===== src/dtf_pkg.sv =====
// Package: shared constants and types of the decimal text to fixed-point unit.
package dtf_pkg;

	localparam int FRAC_BITS_DEF   = 16;
	localparam int INT_BITS_DEF    = 32;
	localparam int FRAC_DIGITS_DEF = 6;

	localparam int VALUE_W = 48;
	localparam int CHAR_W  = 8;

	localparam logic [CHAR_W-1:0] CH_ZERO  = 8'h30;
	localparam logic [CHAR_W-1:0] CH_NINE  = 8'h39;
	localparam logic [CHAR_W-1:0] CH_COMMA = 8'h2C;
	localparam logic [CHAR_W-1:0] CH_DOT   = 8'h2E;
	localparam logic [CHAR_W-1:0] CH_MINUS = 8'h2D;
	localparam logic [CHAR_W-1:0] CH_PLUS  = 8'h2B;
	localparam logic [CHAR_W-1:0] CH_SPACE = 8'h20;
	localparam logic [CHAR_W-1:0] CH_TAB   = 8'h09;
	localparam logic [CHAR_W-1:0] CH_CR    = 8'h0D;

	localparam longint unsigned POW_TEN [0:8] = '{
		64'd1, 64'd10, 64'd100, 64'd1000, 64'd10000, 64'd100000,
		64'd1000000, 64'd10000000, 64'd100000000
	};

	typedef struct packed {
		logic [CHAR_W-1:0] char_code;
		logic              last;
	} step_t;

endpackage


===== src/dtf_parser.sv =====
// Parser: phase register, integer and fraction accumulators, result formation.
module dtf_parser #(
	parameter int FRAC_BITS   = dtf_pkg::FRAC_BITS_DEF,
	parameter int INT_BITS    = dtf_pkg::INT_BITS_DEF,
	parameter int FRAC_DIGITS = dtf_pkg::FRAC_DIGITS_DEF
) (
	input  logic                         clk,
	input  logic                         arst_n,
	input  logic                         step_en,
	input  dtf_pkg::step_t               step,
	output logic [dtf_pkg::VALUE_W-1:0]  value,
	output logic                         saturated
);

	localparam int ISW  = INT_BITS - 1;
	localparam int PW   = ISW + 4;
	localparam int W    = INT_BITS + FRAC_BITS;
	localparam int CNTW = $clog2(FRAC_DIGITS + 1);

	typedef enum logic [5:0] {
		PH_SPACE  = 6'b000001,
		PH_SIGNED = 6'b000010,
		PH_INT    = 6'b000100,
		PH_POINT  = 6'b001000,
		PH_FRAC   = 6'b010000,
		PH_DONE   = 6'b100000
	} phase_t;

	phase_t               phase_q, phase_d, phase_n;
	logic [ISW-1:0]       int_q, int_d, int_n, int_add;
	logic [FRAC_BITS-1:0] frac_q, frac_d, frac_n, frac_add;
	logic [CNTW-1:0]      cnt_q, cnt_d, cnt_n;
	logic                 neg_q, neg_d, neg_n;
	logic                 clamp_q, clamp_d, clamp_n, clamp_add;

	logic [FRAC_BITS-1:0] weight [FRAC_DIGITS];
	logic [FRAC_BITS-1:0] weight_sel;
	logic [FRAC_BITS+3:0] fprod;
	logic [PW-1:0]        prod;
	logic [3:0]           digit;
	logic                 is_dig, is_sep, is_sign, is_ws;
	logic [W-1:0]         mag, sval;
	logic [63:0]          sval_ext;

	// weight of fraction digit k+1: floor(2^FRAC_BITS / 10^(k+1))
	for (genvar k = 0; k < FRAC_DIGITS; k++) begin : g_weight
		localparam longint unsigned WK = (64'd1 << FRAC_BITS) / dtf_pkg::POW_TEN[k+1];
		assign weight[k] = FRAC_BITS'(WK);
	end

	always_comb begin
		is_dig  = (step.char_code >= dtf_pkg::CH_ZERO) && (step.char_code <= dtf_pkg::CH_NINE);
		is_sep  = (step.char_code == dtf_pkg::CH_COMMA) || (step.char_code == dtf_pkg::CH_DOT);
		is_sign = (step.char_code == dtf_pkg::CH_MINUS) || (step.char_code == dtf_pkg::CH_PLUS);
		is_ws   = step.char_code inside {dtf_pkg::CH_SPACE, [dtf_pkg::CH_TAB:dtf_pkg::CH_CR]};
		digit   = is_dig ? step.char_code[3:0] : 4'd0;
	end

	// integer digit: sum*10 + d, clamp at 2^(INT_BITS-1)-1
	always_comb begin
		prod = (PW'(int_q) << 3) + (PW'(int_q) << 1) + PW'(digit);
		if (prod[PW-1:ISW] != '0) begin
			int_add   = '1;
			clamp_add = 1'b1;
		end else begin
			int_add   = prod[ISW-1:0];
			clamp_add = clamp_q;
		end
	end

	always_comb begin
		weight_sel = '0;
		for (int k = 0; k < FRAC_DIGITS; k++) begin
			if (cnt_q == CNTW'(k)) begin
				weight_sel = weight[k];
			end
		end
		fprod    = (FRAC_BITS + 4)'(weight_sel) * (FRAC_BITS + 4)'(digit);
		frac_add = frac_q + fprod[FRAC_BITS-1:0];
	end

	always_comb begin
		phase_d = phase_q;
		int_d   = int_q;
		frac_d  = frac_q;
		cnt_d   = cnt_q;
		neg_d   = neg_q;
		clamp_d = clamp_q;
		case (phase_q)
			PH_SPACE: begin
				if (is_ws) begin
					phase_d = PH_SPACE;
				end else if (is_sign) begin
					neg_d   = (step.char_code == dtf_pkg::CH_MINUS);
					phase_d = PH_SIGNED;
				end else if (is_dig) begin
					int_d   = int_add;
					clamp_d = clamp_add;
					phase_d = PH_INT;
				end else begin
					phase_d = PH_DONE;
				end
			end
			PH_SIGNED: begin
				if (is_dig) begin
					int_d   = int_add;
					clamp_d = clamp_add;
					phase_d = PH_INT;
				end else begin
					neg_d   = 1'b0;
					phase_d = PH_DONE;
				end
			end
			PH_INT: begin
				if (is_dig) begin
					int_d   = int_add;
					clamp_d = clamp_add;
				end else if (is_sep) begin
					phase_d = PH_POINT;
				end else begin
					phase_d = PH_DONE;
				end
			end
			PH_POINT, PH_FRAC: begin
				if (is_dig) begin
					// digits past the table are read but add nothing
					if (cnt_q < CNTW'(FRAC_DIGITS)) begin
						frac_d = frac_add;
						cnt_d  = cnt_q + CNTW'(1);
					end
					phase_d = PH_FRAC;
				end else begin
					phase_d = PH_DONE;
				end
			end
			default: begin
				phase_d = PH_DONE;
			end
		endcase
	end

	// fraction sum stays below 2^FRAC_BITS, so the magnitude is a plain concatenation
	always_comb begin
		mag       = {1'b0, int_d, frac_d};
		sval      = neg_d ? (W'(0) - mag) : mag;
		sval_ext  = 64'(sval);
		value     = sval_ext[dtf_pkg::VALUE_W-1:0];
		saturated = clamp_d;
	end

	// return to the start state after the last character of a string
	always_comb begin
		if (step.last) begin
			phase_n = PH_SPACE;
			int_n   = '0;
			frac_n  = '0;
			cnt_n   = '0;
			neg_n   = 1'b0;
			clamp_n = 1'b0;
		end else begin
			phase_n = phase_d;
			int_n   = int_d;
			frac_n  = frac_d;
			cnt_n   = cnt_d;
			neg_n   = neg_d;
			clamp_n = clamp_d;
		end
	end

	always_ff @(posedge clk or negedge arst_n) begin
		if (!arst_n) begin
			phase_q <= PH_SPACE;
			int_q   <= '0;
			frac_q  <= '0;
			cnt_q   <= '0;
			neg_q   <= 1'b0;
			clamp_q <= 1'b0;
		end else if (step_en) begin
			phase_q <= phase_n;
			int_q   <= int_n;
			frac_q  <= frac_n;
			cnt_q   <= cnt_n;
			neg_q   <= neg_n;
			clamp_q <= clamp_n;
		end
	end

endmodule


===== src/dtf_out_reg.sv =====
// Result register: holds one finished number until the downstream side takes it.
module dtf_out_reg (
	input  logic                         clk,
	input  logic                         arst_n,
	input  logic                         load,
	input  logic [dtf_pkg::VALUE_W-1:0]  value_in,
	input  logic                         saturated_in,
	input  logic                         tready,
	output logic                         tvalid,
	output logic [dtf_pkg::VALUE_W-1:0]  tdata,
	output logic                         tuser
);

	logic                        valid_q;
	logic [dtf_pkg::VALUE_W-1:0] value_q;
	logic                        sat_q;

	always_ff @(posedge clk or negedge arst_n) begin
		if (!arst_n) begin
			valid_q <= 1'b0;
		end else if (load) begin
			valid_q <= 1'b1;
		end else if (tready) begin
			valid_q <= 1'b0;
		end
	end

	always_ff @(posedge clk) begin
		if (load) begin
			value_q <= value_in;
			sat_q   <= saturated_in;
		end
	end

	assign tvalid = valid_q;
	assign tdata  = value_q;
	assign tuser  = sat_q;

endmodule


===== src/decimal_text_to_fixed_point_unit.sv =====
// Top level: decimal text to signed fixed-point converter with stream ports.
// One character is taken per cycle, except while input is held back. Each character goes
// into an input register, is parsed from there by the phase logic and the integer and
// fraction accumulators, and the character marked last loads the result register, so a
// number appears on m_tvalid once its last character has passed the input register.
// Input is held back only while a finished number waits in the result register and the
// character in the input register is itself the last one of the following string.
// Whitespace, sign, integer digits, one comma or dot and up to FRAC_DIGITS fraction digits
// are parsed; the integer part clamps at 2^(INT_BITS-1)-1 and m_tuser reports the clamp.
module decimal_text_to_fixed_point_unit #(
	parameter int FRAC_BITS   = dtf_pkg::FRAC_BITS_DEF,
	parameter int INT_BITS    = dtf_pkg::INT_BITS_DEF,
	parameter int FRAC_DIGITS = dtf_pkg::FRAC_DIGITS_DEF
) (
	input  logic                         clk,
	input  logic                         arst_n,
	input  logic                         s_tvalid,
	output logic                         s_tready,
	input  logic [7:0]                   s_tdata,   // [7:0] char_code
	input  logic                         s_tlast,   // last
	output logic                         m_tvalid,
	input  logic                         m_tready,
	output logic [dtf_pkg::VALUE_W-1:0]  m_tdata,   // [47:0] value
	output logic                         m_tuser    // [0] saturated
);

	logic                        valid_s1;
	dtf_pkg::step_t              step_s1;
	logic                        advance;
	logic                        load;
	logic [dtf_pkg::VALUE_W-1:0] res_value;
	logic                        res_sat;

	// hold a last character while the previous number is still waiting
	assign advance  = valid_s1 && !(step_s1.last && m_tvalid && !m_tready);
	assign load     = advance && step_s1.last;
	assign s_tready = !valid_s1 || advance;

	always_ff @(posedge clk or negedge arst_n) begin
		if (!arst_n) begin
			valid_s1 <= 1'b0;
		end else if (s_tvalid && s_tready) begin
			valid_s1 <= 1'b1;
		end else if (advance) begin
			valid_s1 <= 1'b0;
		end
	end

	always_ff @(posedge clk) begin
		if (s_tvalid && s_tready) begin
			step_s1.char_code <= s_tdata;
			step_s1.last      <= s_tlast;
		end
	end

	dtf_parser #(
		.FRAC_BITS   (FRAC_BITS),
		.INT_BITS    (INT_BITS),
		.FRAC_DIGITS (FRAC_DIGITS)
	) u_parser (
		.clk       (clk),
		.arst_n    (arst_n),
		.step_en   (advance),
		.step      (step_s1),
		.value     (res_value),
		.saturated (res_sat)
	);

	dtf_out_reg u_out (
		.clk          (clk),
		.arst_n       (arst_n),
		.load         (load),
		.value_in     (res_value),
		.saturated_in (res_sat),
		.tready       (m_tready),
		.tvalid       (m_tvalid),
		.tdata        (m_tdata),
		.tuser        (m_tuser)
	);

`ifndef ASSERT_OFF
	a_no_overwrite: assert property (@(posedge clk) disable iff (!arst_n)
		load |-> (!m_tvalid || m_tready))
		else $error("result register loaded while a number is pending");

	a_rise_from_last: assert property (@(posedge clk) disable iff (!arst_n)
		$rose(m_tvalid) |-> $past(valid_s1 && step_s1.last))
		else $error("result shown without a last character");

	a_sat_nonzero: assert property (@(posedge clk) disable iff (!arst_n)
		(m_tvalid && m_tuser) |-> (m_tdata != '0))
		else $error("clamped result reads as zero");
`endif

endmodule


===== config.mk =====
export PLATFORM = sky130hd
export DESIGN_NAME = decimal_text_to_fixed_point_unit
export DESIGN_NICKNAME = d
export VERILOG_FILES = /design/src/dtf_pkg.sv /design/src/dtf_parser.sv /design/src/dtf_out_reg.sv /design/src/decimal_text_to_fixed_point_unit.sv
export SDC_FILE = /design/constraint.sdc
export NUM_CORES = 1
export LEC_CHECK = 0
export BUFFER_PORTS_ARGS = -buffer_cell sky130_fd_sc_hd__buf_2
export CAP_MARGIN = 20
export CORE_ASPECT_RATIO = 1.4
export CORE_MARGIN = 5
export CORE_UTILIZATION = 45
export DETAILED_ROUTE_END_ITERATION = 8
export GPL_TIMING_DRIVEN = 0
export HOLD_SLACK_MARGIN = 0.05
export PLACE_DENSITY_LB_ADDON = 0.08
export SLEW_MARGIN = 5
export SYNTH_ARGS = -nofsm -noshare
export SYNTH_HDL_FRONTEND = slang
export SYNTH_SLANG_ARGS = --single-unit

===== constraint.sdc =====
create_clock -name clk -period 8.8 [get_ports clk]
set_clock_uncertainty 0.05 [all_clocks]
set_input_delay 0.44 -clock clk [delete_from_list [all_inputs] [get_ports clk]]
set_output_delay 0.44 -clock clk [all_outputs]
set_load 0.01 [all_outputs]

==> After elaboration in Yosys (flattened, before gate mapping) <==
Index checks and enable logic that the tools add are counted.
W data, S select, Z words.
{ "word_totals": {"reg_bits": 118} }
{ "op_classes": {"n_lt_le_gt_ge": 5, "mux": 45, "add_sub_neg": 5, "eq_ne": 16, "n_mul": 1, "n_reduce_logical": 25} }
{ "op_table": {"columns": ["op", "count"], "rows": [
  ["$mux W31", 5],
  ["$mux W13", 6],
  ["$mux W16", 4],
  ["$pmux W31 S2", 1],
  ["$sub A1 B47 Y48 const A", 1],
  ["$mux W47", 1],
  ["$mux W6", 7],
  ["$eq A8 B6 Y1 const B", 5],
  ["$add A34 B32 Y35", 1],
  ["$add A35 B4 Y35", 1],
  ["$pmux W6 S4", 1],
  ["$add A16 B16 Y16", 1],
  ["$mul A13 B4 Y16", 1],
  ["$mux W1", 13],
  ["$mux W3", 4],
  ["$reduce_bool A2 Y1", 6],
  ["$ge A8 B4 Y1 const B", 1],
  ["$ge A8 B6 Y1 const B", 1],
  ["$le A8 B4 Y1 const B", 1],
  ["$le A8 B6 Y1 const B", 1],
  ["$logic_and A1 B1 Y1", 7],
  ["$eq A3 B2 Y1 const B", 2],
  ["$eq A3 B3 Y1 const B", 2],
  ["$eq A6 B1 Y1 const B", 1],
  ["other kinds (17)", 23]
]} }

==> Logic depth before layout (Yosys ltp) <==
Gate-level depths: netlist of the first run.
{ "logic_depth": {"word_depth": 14, "ltp_mapped": 26, "ltp_nobuf": 24} }

==> By module <==
From an unflattened synthesis of the first run, not the netlist that was laid out.
{ "hier_totals": {"cells_unflattened": 1162, "hier_area_um2": 10452.5} }
{ "modules_own_cells": {"columns": ["mod", "area_each_um2", "cells_each", "seq_area_each_um2", "instances"], "rows": [
  ["dtf_parser", 8600.7, 1093, 1452.6, 1],
  ["dtf_out_reg", 1507.7, 52, 1496.4, 1],
  ["decimal_text_to_fixed_point_unit", 344.1, 17, 295.3, 1]
]} }

==> Least setup slack after synthesis of the first run <==
OpenSTA, ideal clock, no wires.
{ "synth_path": {"kind": "register to register", "from": "register step_s1[3] in the netlist's numbering", "to": "register u_out.value_q, in the netlist u_out.tdata[45], data pin", "arrival_time_ns": 6.466, "path_stages_with_launch": 23, "path_slack_ns": 2.015, "n_path_buf": 2, "cell_sequence": "edfxtp_1 -> clkbuf_1 -> o21ai_0 -> and2_1 -> clkbuf_1 -> nand2_1 -> or2_2 -> fa_1 -> fa_1 -> fa_1 -> inv_1 -> ha_1 -> nor2b_1 -> o31a_1 -> o31ai_4 -> a2111oi_0 -> a211o_1 -> or4b_4 -> nor4_4 -> o21ai_2 -> nor4_4 -> a41oi_1 -> xor2_1"} }
{ "synth_between": {"elab_chain_len": 12, "word_cells_on_any_way": 30, "classes_between": "3 x add/sub; 1 x mul; 4 x order compare; 3 x eq/ne; 14 x mux; 5 x reduce/logical"} }
{ "synth_lines": {"columns": ["item", "line_no", "source"], "rows": [
  ["start, declared", "decimal_text_to_fixed_point_unit.sv:28", "dtf_pkg::step_t step_s1;"],
  ["parallel branches: the longest is 11 deep, another holds $sub A1 B47 Y48", null, null],
  ["$mux W47 (*)", "dtf_parser.sv:145", "sval = neg_d ? (W'(0) - mag) : mag;"],
  ["named net res_value, one bit", "decimal_text_to_fixed_point_unit.sv:31", "logic [dtf_pkg::VALUE_W-1:0] res_value;"],
  ["end signal, assigned", "dtf_out_reg.sv:30", "value_q <= value_in;"],
  ["end, declared", "dtf_out_reg.sv:15", "logic [dtf_pkg::VALUE_W-1:0] value_q;"]
]} }
Mark *: on every way through the listed nets, which the timed path passes.
A chain may end at the register's enable or synchronous reset.

==> Worst setup path in the final report of the first run <==
{ "layout_path": {"from": "register step_s1[3] in the netlist's numbering", "to": "register u_out.value_q, in the netlist u_out.tdata[46], data pin"} }
Same word-level chain as after synthesis.

==> results_dict.tcl, run 1 <==
set metrics [dict create \
    syn_avg_cell_area_sq_um 8.622 \
    synth_edf_count 58 \
    cp-start-kind "register" \
    worst_slew_pin_slew_ns 1.169 \
    drtAntennaViolNets 0 \
    power_frac_clock 0.437 \
    overflow 0 \
    grt_pass1_wl_um 54540 \
    final_cell_mix "nand2_1, nor2_1, inv_1" \
    synth-seq-cells 118 \
    r2r_cells 22 \
    tns_ns 0 \
    drt_pass1_iterations 5 \
    min_period_ns 8.269 \
    hold_class "input port to register" \
    whs_path_depth 1 \
    grt_pass1_vias 10080 \
    ir_drop_mv 0.1501 \
    via_count 10040 \
    crit_type "register to register" \
    path_clk_slew_ns 0.05 \
    setup_violations 0 \
    io_pins 64 \
    post_drt_wl_per_cell_um 20.58 \
    status "finished, final reports clean" \
    root_buffer "clkbuf_16" \
    via_per_inst 5.992 \
    cap_violations 0 \
    reg2reg_slack_ns 0.53 \
    power_density_nw_per_um2 144.4 \
    finalHoldViolations 0 \
    clock_sinks 118 \
    dieArea_sq_um 27560 \
    start_util 0.4560 \
    place_inst 1643 \
    final_common_cell "nand2_1" \
    placed_cell_area_sq_um 11690 \
    ys_types 89 \
    ys_seq_area_frac 0.2967 \
    grt_max_degree 48 \
    globalplace.congestion 0.9262 \
    crit_fanout 10 \
    drc 0 \
    power_frac_comb 0.203 \
    max_freq_mhz 120.9 \
    intPower_mw 1.269 \
    cts_tree "yes" \
    cp.arrival_ns 8.38 \
    num_antenna_cells 0 \
    synth-main-ff-cell "dfrtp_1" \
    synth_area_sq_um 10930 \
    synthMuxAreaShare 0.008240 \
    nFillCells 2363 \
    synth_xor_area_frac 0.06088 \
    insertion_delay_ns 0.44 \
    yosysWarnings 0 \
    grt_use_total 0.2518 \
    cts_buffer_depth 2 \
    final_area_sq_um 12350 \
    seq_power_share 0.361 \
    stdcell_count 1676 \
    layout-drive-gt1-share 0.1003 \
    synth-simple-area-share 0.1900 \
    syn_to_final_growth_pct 12.92 \
    synth_compound_area_frac 0.2240 \
    cp-end-kind "register" \
    async_reset_ff_frac 0.5085 \
    place_hpwl_um 27070 \
    maxSlewHeadroom 0.2126 \
    syn_nets 1407 \
    cts_buffers 17 \
    switching_power_mw 0.5136 \
    die_x_um 141.7 \
    chipHeight_um 194.4 \
    coreArea_sq_um 23980 \
    slew_violations 0 \
    swShare 0.2881 \
    required_ns 8.92 \
    rsz0062_at_grt "false" \
    final_nets 1492 \
    rows 67 \
    drt-initial-drc-count 635 \
    antenna_found_initial 0 \
    leakagePower_nw 5.702 \
    fin_crit_sh 0.9397 \
    port_buffers 63 \
    routed_wl_um 34490 \
    synth_fa_ha_area_frac 0.1641 \
    synth_top_family_by_area "compound AO/OA/AOI/OAI gates" \
    synthCells 1268 \
    htree_num_levels 4 \
]
==> path summary, 6_finish.rpt <==
| path | start | to |
|---|---|---|
| worst max-delay path | step_s1[3]$_DFFE_PP_ | u_out.tdata[46]$_DFFE_PP_ |
| worst min-delay path | s_tdata[0] | step_s1[1]$_DFFE_PP_ |
| worst max register to register | step_s1[3]$_DFFE_PP_ | u_out.tdata[46]$_DFFE_PP_ |
| worst min register to register | u_parser.frac_q[5]$_DFFE_PN0P_ | u_parser.frac_q[5]$_DFFE_PN0P_ |
| max in group asynchronous | arst_n | u_parser.int_q[27]$_DFFE_PN0P_ |
| min in group asynchronous | arst_n | u_parser.int_q[3]$_DFFE_PN0P_ |
==> critical path, cell delays in order, from the launching register on <==
cell      delay, ns
edfxtp_1       0.35
clkbuf_1       0.21
o21ai_0        0.34
and2_1         0.20
clkbuf_1       0.42
nand2_1        0.33
or2_2          0.39
fa_1           0.55
fa_1           0.45
fa_1           0.52
inv_1          0.04
ha_1           0.33
nor2b_1        0.18
o31a_1         0.33
o41ai_1        0.35
o311ai_0       0.22
o21ai_0        0.31
or3b_2         0.49
nor3_1         0.44
o2111a_1       0.31
nor4b_1        0.73
a41oi_1        0.25
xnor2_1        0.20
==> cell type report <==
| cell class | count | area (sq um) | share of cell area |
|---|---|---|---|
| Clock inverter | 10 | 175.2 | 0.01419 |
| Inverter | 102 | 382.9 | 0.03101 |
| Sequential cell | 118 | 3244 | 0.2628 |
| Tap cell | 310 | 387.9 | 0.03142 |
| Buffer | 55 | 230.2 | 0.01865 |
| Multi-Input combinational cell | 993 | 7076 | 0.5731 |
| Clock buffer | 22 | 474.2 | 0.03841 |
| Timing Repair Buffer | 66 | 375.4 | 0.03040 |
==> layer usage <==
metal,GRT usage,share of wire,vias up
met1,0.2852,0.38,4822
met3,0.03073,0.043,89
met5,0,0,-
li1,-,-,4799
met4,0.1138,0.043,0
met2,0.4648,0.53,332
==> power groups by stage <==
stage                     Clock (mW)  Combinational, mW  Sequential (mW)
after floorplan                    0              0.215            0.662
after global placement             0              0.356            0.653
after detailed placement           0              0.361            0.653
after CTS                      0.785              0.362            0.643
after global routing           0.809              0.390            0.646
final                          0.778              0.362            0.643
==> state kept, by name, summed over array words and instances, names as in the netlist <==
name	count
u_out.tvalid	1
u_parser.phase_q	6
u_out.tuser	1
u_out.tdata	48
u_parser.frac_q	16
u_parser.int_q	31
valid_s1	1
u_parser.neg_q	1
step_s1	9
u_parser.cnt_q	3
u_parser.clamp_q	1
==> cell usage after synthesis (all sizes together), types with 16 or more instances <==
master  count  area share
buf        16      0.0077
nand2     119       0.041
nor4       23       0.018
inv       102       0.035
nor3       42       0.019
edfxtp     58        0.16
ha         97        0.11
o211ai     17       0.012
a21oi      84       0.039
a21o       21       0.014
clkbuf     39       0.013
a31oi      22       0.013
a22o       17       0.014
dfrtp      59        0.14
fa         29       0.053
nand3      21      0.0096
o21ai      97       0.045
xor2       36       0.029
xnor2      40       0.032
nor2      114       0.040
==> cell families after synthesis <==
kind of cell,count (synthesis)
AND/OR/NAND/NOR,416
AO/OA/AOI/OAI,366
buffers and inverters,157
XOR/XNOR,76
flip-flops,118
adder cells (fa/ha/maj),126
multiplexers,9
==> through the flow <==
stage                     power [mW]    util  setup WS (ns)  hold WS, ns
final                          1.783  0.5149         0.5307       0.1325
after detailed placement       1.014  0.4874         0.6810       0.2713
after CTS                      1.790  0.5149         0.6606       0.1223
after global placement         1.009  0.4853         0.6867       0.4354
after global routing           1.845  0.5149       0.005809       0.1219
after floorplan               0.8768       -          2.015      0.09441
==> timing repair <==
action	4_1_cts	5_1_grt
hold endpoints to repair	12	0
buffers inserted	0	0
hold buffers	1	0
resized for setup	0	0
Note: power is estimated with default switching activity, not from simulation.
==> run 2, diff against run 1 <==
--- a/config.mk
+++ b/config.mk
@@ -7,9 +7,11 @@
 export LEC_CHECK = 0
 export BUFFER_PORTS_ARGS = -buffer_cell sky130_fd_sc_hd__buf_2
 export CAP_MARGIN = 20
+export CELL_PAD_IN_SITES_DETAIL_PLACEMENT = 0
+export CELL_PAD_IN_SITES_GLOBAL_PLACEMENT = 1
 export CORE_ASPECT_RATIO = 1.4
 export CORE_MARGIN = 5
-export CORE_UTILIZATION = 45
+export CORE_UTILIZATION = 35
 export DETAILED_ROUTE_END_ITERATION = 8
 export GPL_TIMING_DRIVEN = 0
 export HOLD_SLACK_MARGIN = 0.05
==> results_dict.tcl, run 2 (synthesized netlist as in run 1, its figures left out) <==
set metrics [dict create \
    status "finished, final reports clean" \
    drt-initial-drc-count 561 \
    path_clk_slew_ns 0.06 \
    cts_buffers 17 \
    rows 76 \
    drtAntennaViolNets 0 \
    grt_pass1_wl_um 59530 \
    fin_crit_sh 0.9409 \
    hold_class "input port to register" \
    placed_cell_area_sq_um 11790 \
    grt_pass1_vias 10280 \
    slowest_delay_ns 0.61 \
    post_drt_wl_per_cell_um 21.81 \
    syn_to_final_growth_pct 13.28 \
    final_area_sq_um 12380 \
    clock_sinks 118 \
    worst_r2r_endpoint "u_out.tdata[40]$_DFFE_PP_" \
    setup_violations 0 \
    place_hpwl_um 30470 \
    grt_use_total 0.2196 \
    p_total_mw 1.701 \
    r2r_cells 23 \
    final_core_util 0.4020 \
    cp.arrival_ns 8.40 \
    io_pins 64 \
    slew_violations 0 \
    root_buffer "clkbuf_16" \
    min_period_ns 8.280 \
    port_buffers 63 \
    cts_buffer_depth 2 \
    final_nets 1493 \
    final_common_cell "nand2_1" \
    htree_num_levels 4 \
    cap_violations 0 \
    cts_tree "yes" \
    layout-drive-gt1-share 0.1068 \
    ir_drop_mv 0.1302 \
    finalHoldViolations 0 \
    crit_fanout 10 \
    via_per_inst 5.656 \
    pre_cts_slack_ns 0.4098 \
    routed_wl_um 38330 \
    endpoint "u_out.tdata[40]$_DFFE_PP_" \
    coreArea_sq_um 30810 \
    chipHeight_um 219.1 \
    cp-start-kind "register" \
    cp-end-kind "register" \
    insertion_delay_ns 0.44 \
    tns_ns 0 \
    slowest_stage "nor4_2" \
    dieArea_sq_um 34920 \
    grt_max_degree 51 \
    cp_common_cell "fa_1" \
    rr_startpoint "step_s1[3]$_DFFE_PP_" \
    worst_slew_pin_slew_ns 1.019 \
    via_count 9937 \
    leakagePower_nw 5.668 \
    cp_cell_sequence "clkbuf_1 -> o21ai_0 -> and2_1 -> clkbuf_1 -> nand2_1 -> inv_1 -> nand2_1 -> fa_1 -> fa_1 -> fa_1 -> inv_1 -> ha_1 -> nor2b_1 -> o31a_1 -> o41ai_1 -> o311ai_0 -> o21ai_0 -> or4b_4 -> nor2_1 -> o211ai_1 -> nor4_2 -> a41oi_1 -> xor2_1" \
    max_freq_mhz 120.8 \
    cp-startpoint "step_s1[3]$_DFFE_PP_" \
    worst_slack_ns 0.5198 \
    required_ns 8.92 \
    power_density_nw_per_um2 137.4 \
    largest_register_ffs 48 \
    final_cell_mix "nand2_1, nor2_1, inv_1" \
    reg2reg_slack_ns 0.52 \
    num_antenna_cells 0 \
    drc 0 \
    drt_pass1_iterations 7 \
    antenna_found_initial 0 \
    die_x_um 159.4 \
    globalplace.congestion 0.8496 \
    overflow 0 \
    crit_type "register to register" \
    start_util 0.3549 \
    maxSlewHeadroom 0.3150 \
    post_cts_buffers 0 \
    rsz0062_at_grt "false" \
]
-- run 2: cell types whose count changed in the layout (fill, tap and decap cells not counted), sizes merged --
| cell | previous run | this run |
|---|---|---|
| inv | 102 | 105 |
| bufinv | 5 | 1 |
| clkinv | 5 | 7 |
| clkinvlp | 0 | 3 |
| clkbuf | 61 | 58 |
-- run 2: stage by stage --
step           cells  hold WS [ns]
2_1_floorplan   1268       0.09441
3_3_place_gp    1721        0.4364
3_5_place_dp    1723        0.2514
4_1_cts         1756        0.1029
5_1_grt         1757        0.1053
6_report        1757        0.1214
-- run 2: worst max-delay path, delay by kind of cell (launching register included) --
family / cells / cell delay [ns]
adder cells (fa/ha/maj): 4 / 1.93
AO/OA/AOI/OAI: 7 / 2.20
AND/OR/NAND/NOR: 7 / 2.36
buffers and inverters: 4 / 0.92
flip-flops: 1 / 0.35
XOR/XNOR: 1 / 0.20
-- run 2: how the worst min path moves through the flow --
stage,startpoint,to,slack (ns),cells past startpoint
6_report,s_tdata[3],step_s1[4]$_DFFE_PP_,0.12,1
3_3_place_gp,u_parser.frac_q[5]$_DFFE_PN0P_,u_parser.frac_q[5]$_DFFE_PN0P_,0.44,1
5_1_grt,s_tdata[5],step_s1[6]$_DFFE_PP_,0.11,1
4_1_cts,s_tdata[3],step_s1[4]$_DFFE_PP_,0.10,1
3_5_place_dp,arst_n,u_parser.phase_q[5]$_DFFE_PN0P_,0.25,1
2_1_floorplan,arst_n,u_out.tvalid$_DFFE_PN0P_,0.09,0
-- run 2: layout make-up --
cell class / instances / area, sq um
Clock inverter: 14 / 127.6
Tap cell: 390 / 488.0
Clock buffer: 18 / 439.2
Buffer: 55 / 230.2
Fill cell: 3247 / 18430
Inverter: 102 / 382.9
Sequential cell: 118 / 3244
Multi-Input combinational cell: 993 / 7092
Timing Repair Buffer: 67 / 380.4
-- run 2: what timing repair did --
| action | in CTS | in global routing |
|---|---|---|
| gates resized for setup | 0 | 3 |
| endpoints found under the hold margin | 10 | 0 |
| hold buffers | 1 | 0 |
| endpoints found under the setup margin | 0 | 7 |
-- run 2: routing by layer --
layer,track usage,part of all wire,up-vias
li1,-,-,4788
met1,0.2436,0.39,4878
met2,0.4273,0.55,205
met3,0.02555,0.027,66
met4,0.07966,0.031,0
met5,0,0,-
-- run 2: where the power goes --
group          internal, mW  total [mW]  switching, mW  leakage [nW]
clock                 0.397       0.684          0.287         0.274
combinational         0.123       0.375          0.252          4.00
sequential            0.626       0.643         0.0170          1.39
==> run 3, diff against run 2 <==
--- a/config.mk
+++ b/config.mk
@@ -16,7 +16,7 @@
 export GPL_TIMING_DRIVEN = 0
 export HOLD_SLACK_MARGIN = 0.05
 export PLACE_DENSITY_LB_ADDON = 0.08
-export SLEW_MARGIN = 5
+export SLEW_MARGIN = 20
 export SYNTH_ARGS = -nofsm -noshare
 export SYNTH_HDL_FRONTEND = slang
 export SYNTH_SLANG_ARGS = --single-unit
==> constraint.sdc (replaced) <==
create_clock -name clk -period 10.4 [get_ports clk]
set_clock_uncertainty 0.05 [all_clocks]
set_input_delay 0.52 -clock clk [delete_from_list [all_inputs] [get_ports clk]]
set_output_delay 0.52 -clock clk [all_outputs]
set_load 0.01 [all_outputs]
==> results_dict.tcl, run 3 (synthesized netlist as in run 1, its figures left out) <==
set metrics [dict create \
    grt_max_degree 50 \
    finalHoldViolations 0 \
    via_count 9901 \
    rows 76 \
    leakagePower_nw 5.679 \
    htree_num_levels 4 \
    cts_buffers 17 \
    cts-resized-gates 0 \
    setup_violations 0 \
    p_total_mw 1.515 \
    drc 0 \
    insertion_delay_ns 0.45 \
    post_drt_wl_per_cell_um 21.85 \
    hold_class "input port to register" \
    rsz0062_at_grt "false" \
    port_buffers 63 \
    ir_drop_mv 0.1027 \
    multiInputGateArea_sq_um 7076 \
    intPower_mw 1.041 \
    io_pins 64 \
    grt_use_total 0.2199 \
    cp.arrival_ns 8.51 \
    nFillCells 3248 \
    largest_register_ffs 48 \
    cp-end-kind "register" \
    syn_to_final_growth_pct 13.56 \
    crit_buf_inv 4 \
    layout-drive-gt1-share 0.1026 \
    crit_fanout 10 \
    drt_pass1_iterations 5 \
    regArea_sq_um 3244 \
    clock_sinks 118 \
    path_clk_slew_ns 0.06 \
    required_ns 10.53 \
    power_frac_comb 0.209 \
    dieArea_sq_um 34920 \
    slowest_stage "nor4b_1" \
    max_freq_mhz 119.3 \
    globalplace.congestion 0.8496 \
    swShare 0.3126 \
    cts_buffer_depth 2 \
    post_cts_buffers 0 \
    status "finished, final reports clean" \
    tns_ns 0 \
    worst_slew_pin_slew_ns 1.027 \
    grt_pass1_wl_um 59850 \
    drtAntennaViolNets 0 \
    cts_tree "yes" \
    final_cell_mix "nand2_1, nor2_1, inv_1" \
    via_per_inst 5.642 \
    worst_slack_ns 2.021 \
    coreArea_sq_um 30810 \
    min_period_ns 8.379 \
    power_frac_clock 0.432 \
    switching_power_mw 0.4736 \
    cp-start-kind "register" \
    power_density_nw_per_um2 122.0 \
    root_buffer "clkbuf_16" \
    crit_type "register to register" \
    drt-initial-drc-count 511 \
    cp_cell_sequence "clkbuf_1 -> o21ai_0 -> and2_1 -> clkbuf_1 -> nand2_1 -> inv_1 -> nand2_1 -> fa_1 -> fa_1 -> fa_1 -> inv_1 -> ha_1 -> nor2b_1 -> o31a_1 -> o41ai_1 -> o311ai_0 -> o21ai_0 -> or3b_2 -> nor3_1 -> o2111a_1 -> nor4b_1 -> a41oi_1 -> xnor2_1" \
    num_antenna_cells 0 \
    routed_wl_um 38360 \
    seq_power_share 0.359 \
    start_util 0.3549 \
    pre_cts_slack_ns 2.025 \
    slowest_delay_ns 0.75 \
    antenna_found_initial 0 \
    grt_pass1_vias 10340 \
    slew_violations 0 \
    cap_violations 0 \
    cp_common_cell "fa_1" \
    place_hpwl_um 30410 \
    fin_crit_sh 0.8057 \
    maxSlewHeadroom 0.3092 \
    final_nets 1491 \
    cpLargestDelayFamily "simple AND/OR/NAND/NOR gates" \
    chipHeight_um 219.1 \
    overflow 0 \
    final_common_cell "nand2_1" \
    die_x_um 159.4 \
]
[run 3: layout make-up]
type / count / area share
well taps: 390 / 0.03930
repair buffers: 65 / 0.02862
plain buffers: 55 / 0.01854
flip-flops and latches: 118 / 0.2613
multi-input cells: 993 / 0.5699
inverters: 102 / 0.03104
clock buffers: 18 / 0.03537
clock inverters: 14 / 0.01592
[run 3: what timing repair did]
item,CTS,global route
hold endpoints to repair,21,0
hold buffers,1,0
setup endpoints to repair,0,0
[run 3: final timing paths]
path	startpoint	end	slack [ns]	depth (start not counted)
setup / recovery	step_s1[3]$_DFFE_PP_	u_out.tdata[46]$_DFFE_PP_	2.02	23
hold / removal	s_tdata[3]	step_s1[4]$_DFFE_PP_	0.19	1
setup reg to reg	step_s1[3]$_DFFE_PP_	u_out.tdata[46]$_DFFE_PP_	2.02	23
hold reg to reg	u_parser.frac_q[5]$_DFFE_PN0P_	u_parser.frac_q[5]$_DFFE_PN0P_	0.45	1
max in group asynchronous	arst_n	u_parser.phase_q[0]$_DFFE_PN1P_	9.22	3
min in group asynchronous	arst_n	u_parser.phase_q[4]$_DFFE_PN0P_	0.49	2
[run 3: metal layers]
metal	track usage	vias to the layer above	part of all wire
met5	0	-	0
li1	-	4786	-
met2	0.4261	192	0.54
met3	0.02668	60	0.026
met4	0.08535	0	0.033
met1	0.2427	4863	0.40
[run 3: stage by stage]
stage	hold WS [ns]	cells	util	area, sq um
after global routing	0.1791	1755	0.4030	12420
after CTS	0.1792	1755	0.4030	12420
final	0.1940	1755	0.4030	12420
after detailed placement	0.4255	1722	0.3820	11770
after global placement	0.4364	1721	0.3809	11740
after floorplan	0.1744	1268	-	10930
[run 3: power by group through the flow]
stage | Combinational [mW] | Clock [mW] | Sequential [mW]
after floorplan | 0.182 | 0 | 0.560
after global placement | 0.317 | 0 | 0.554
after detailed placement | 0.317 | 0 | 0.553
after CTS | 0.318 | 0.665 | 0.545
after global routing | 0.340 | 0.684 | 0.548
final | 0.316 | 0.655 | 0.544
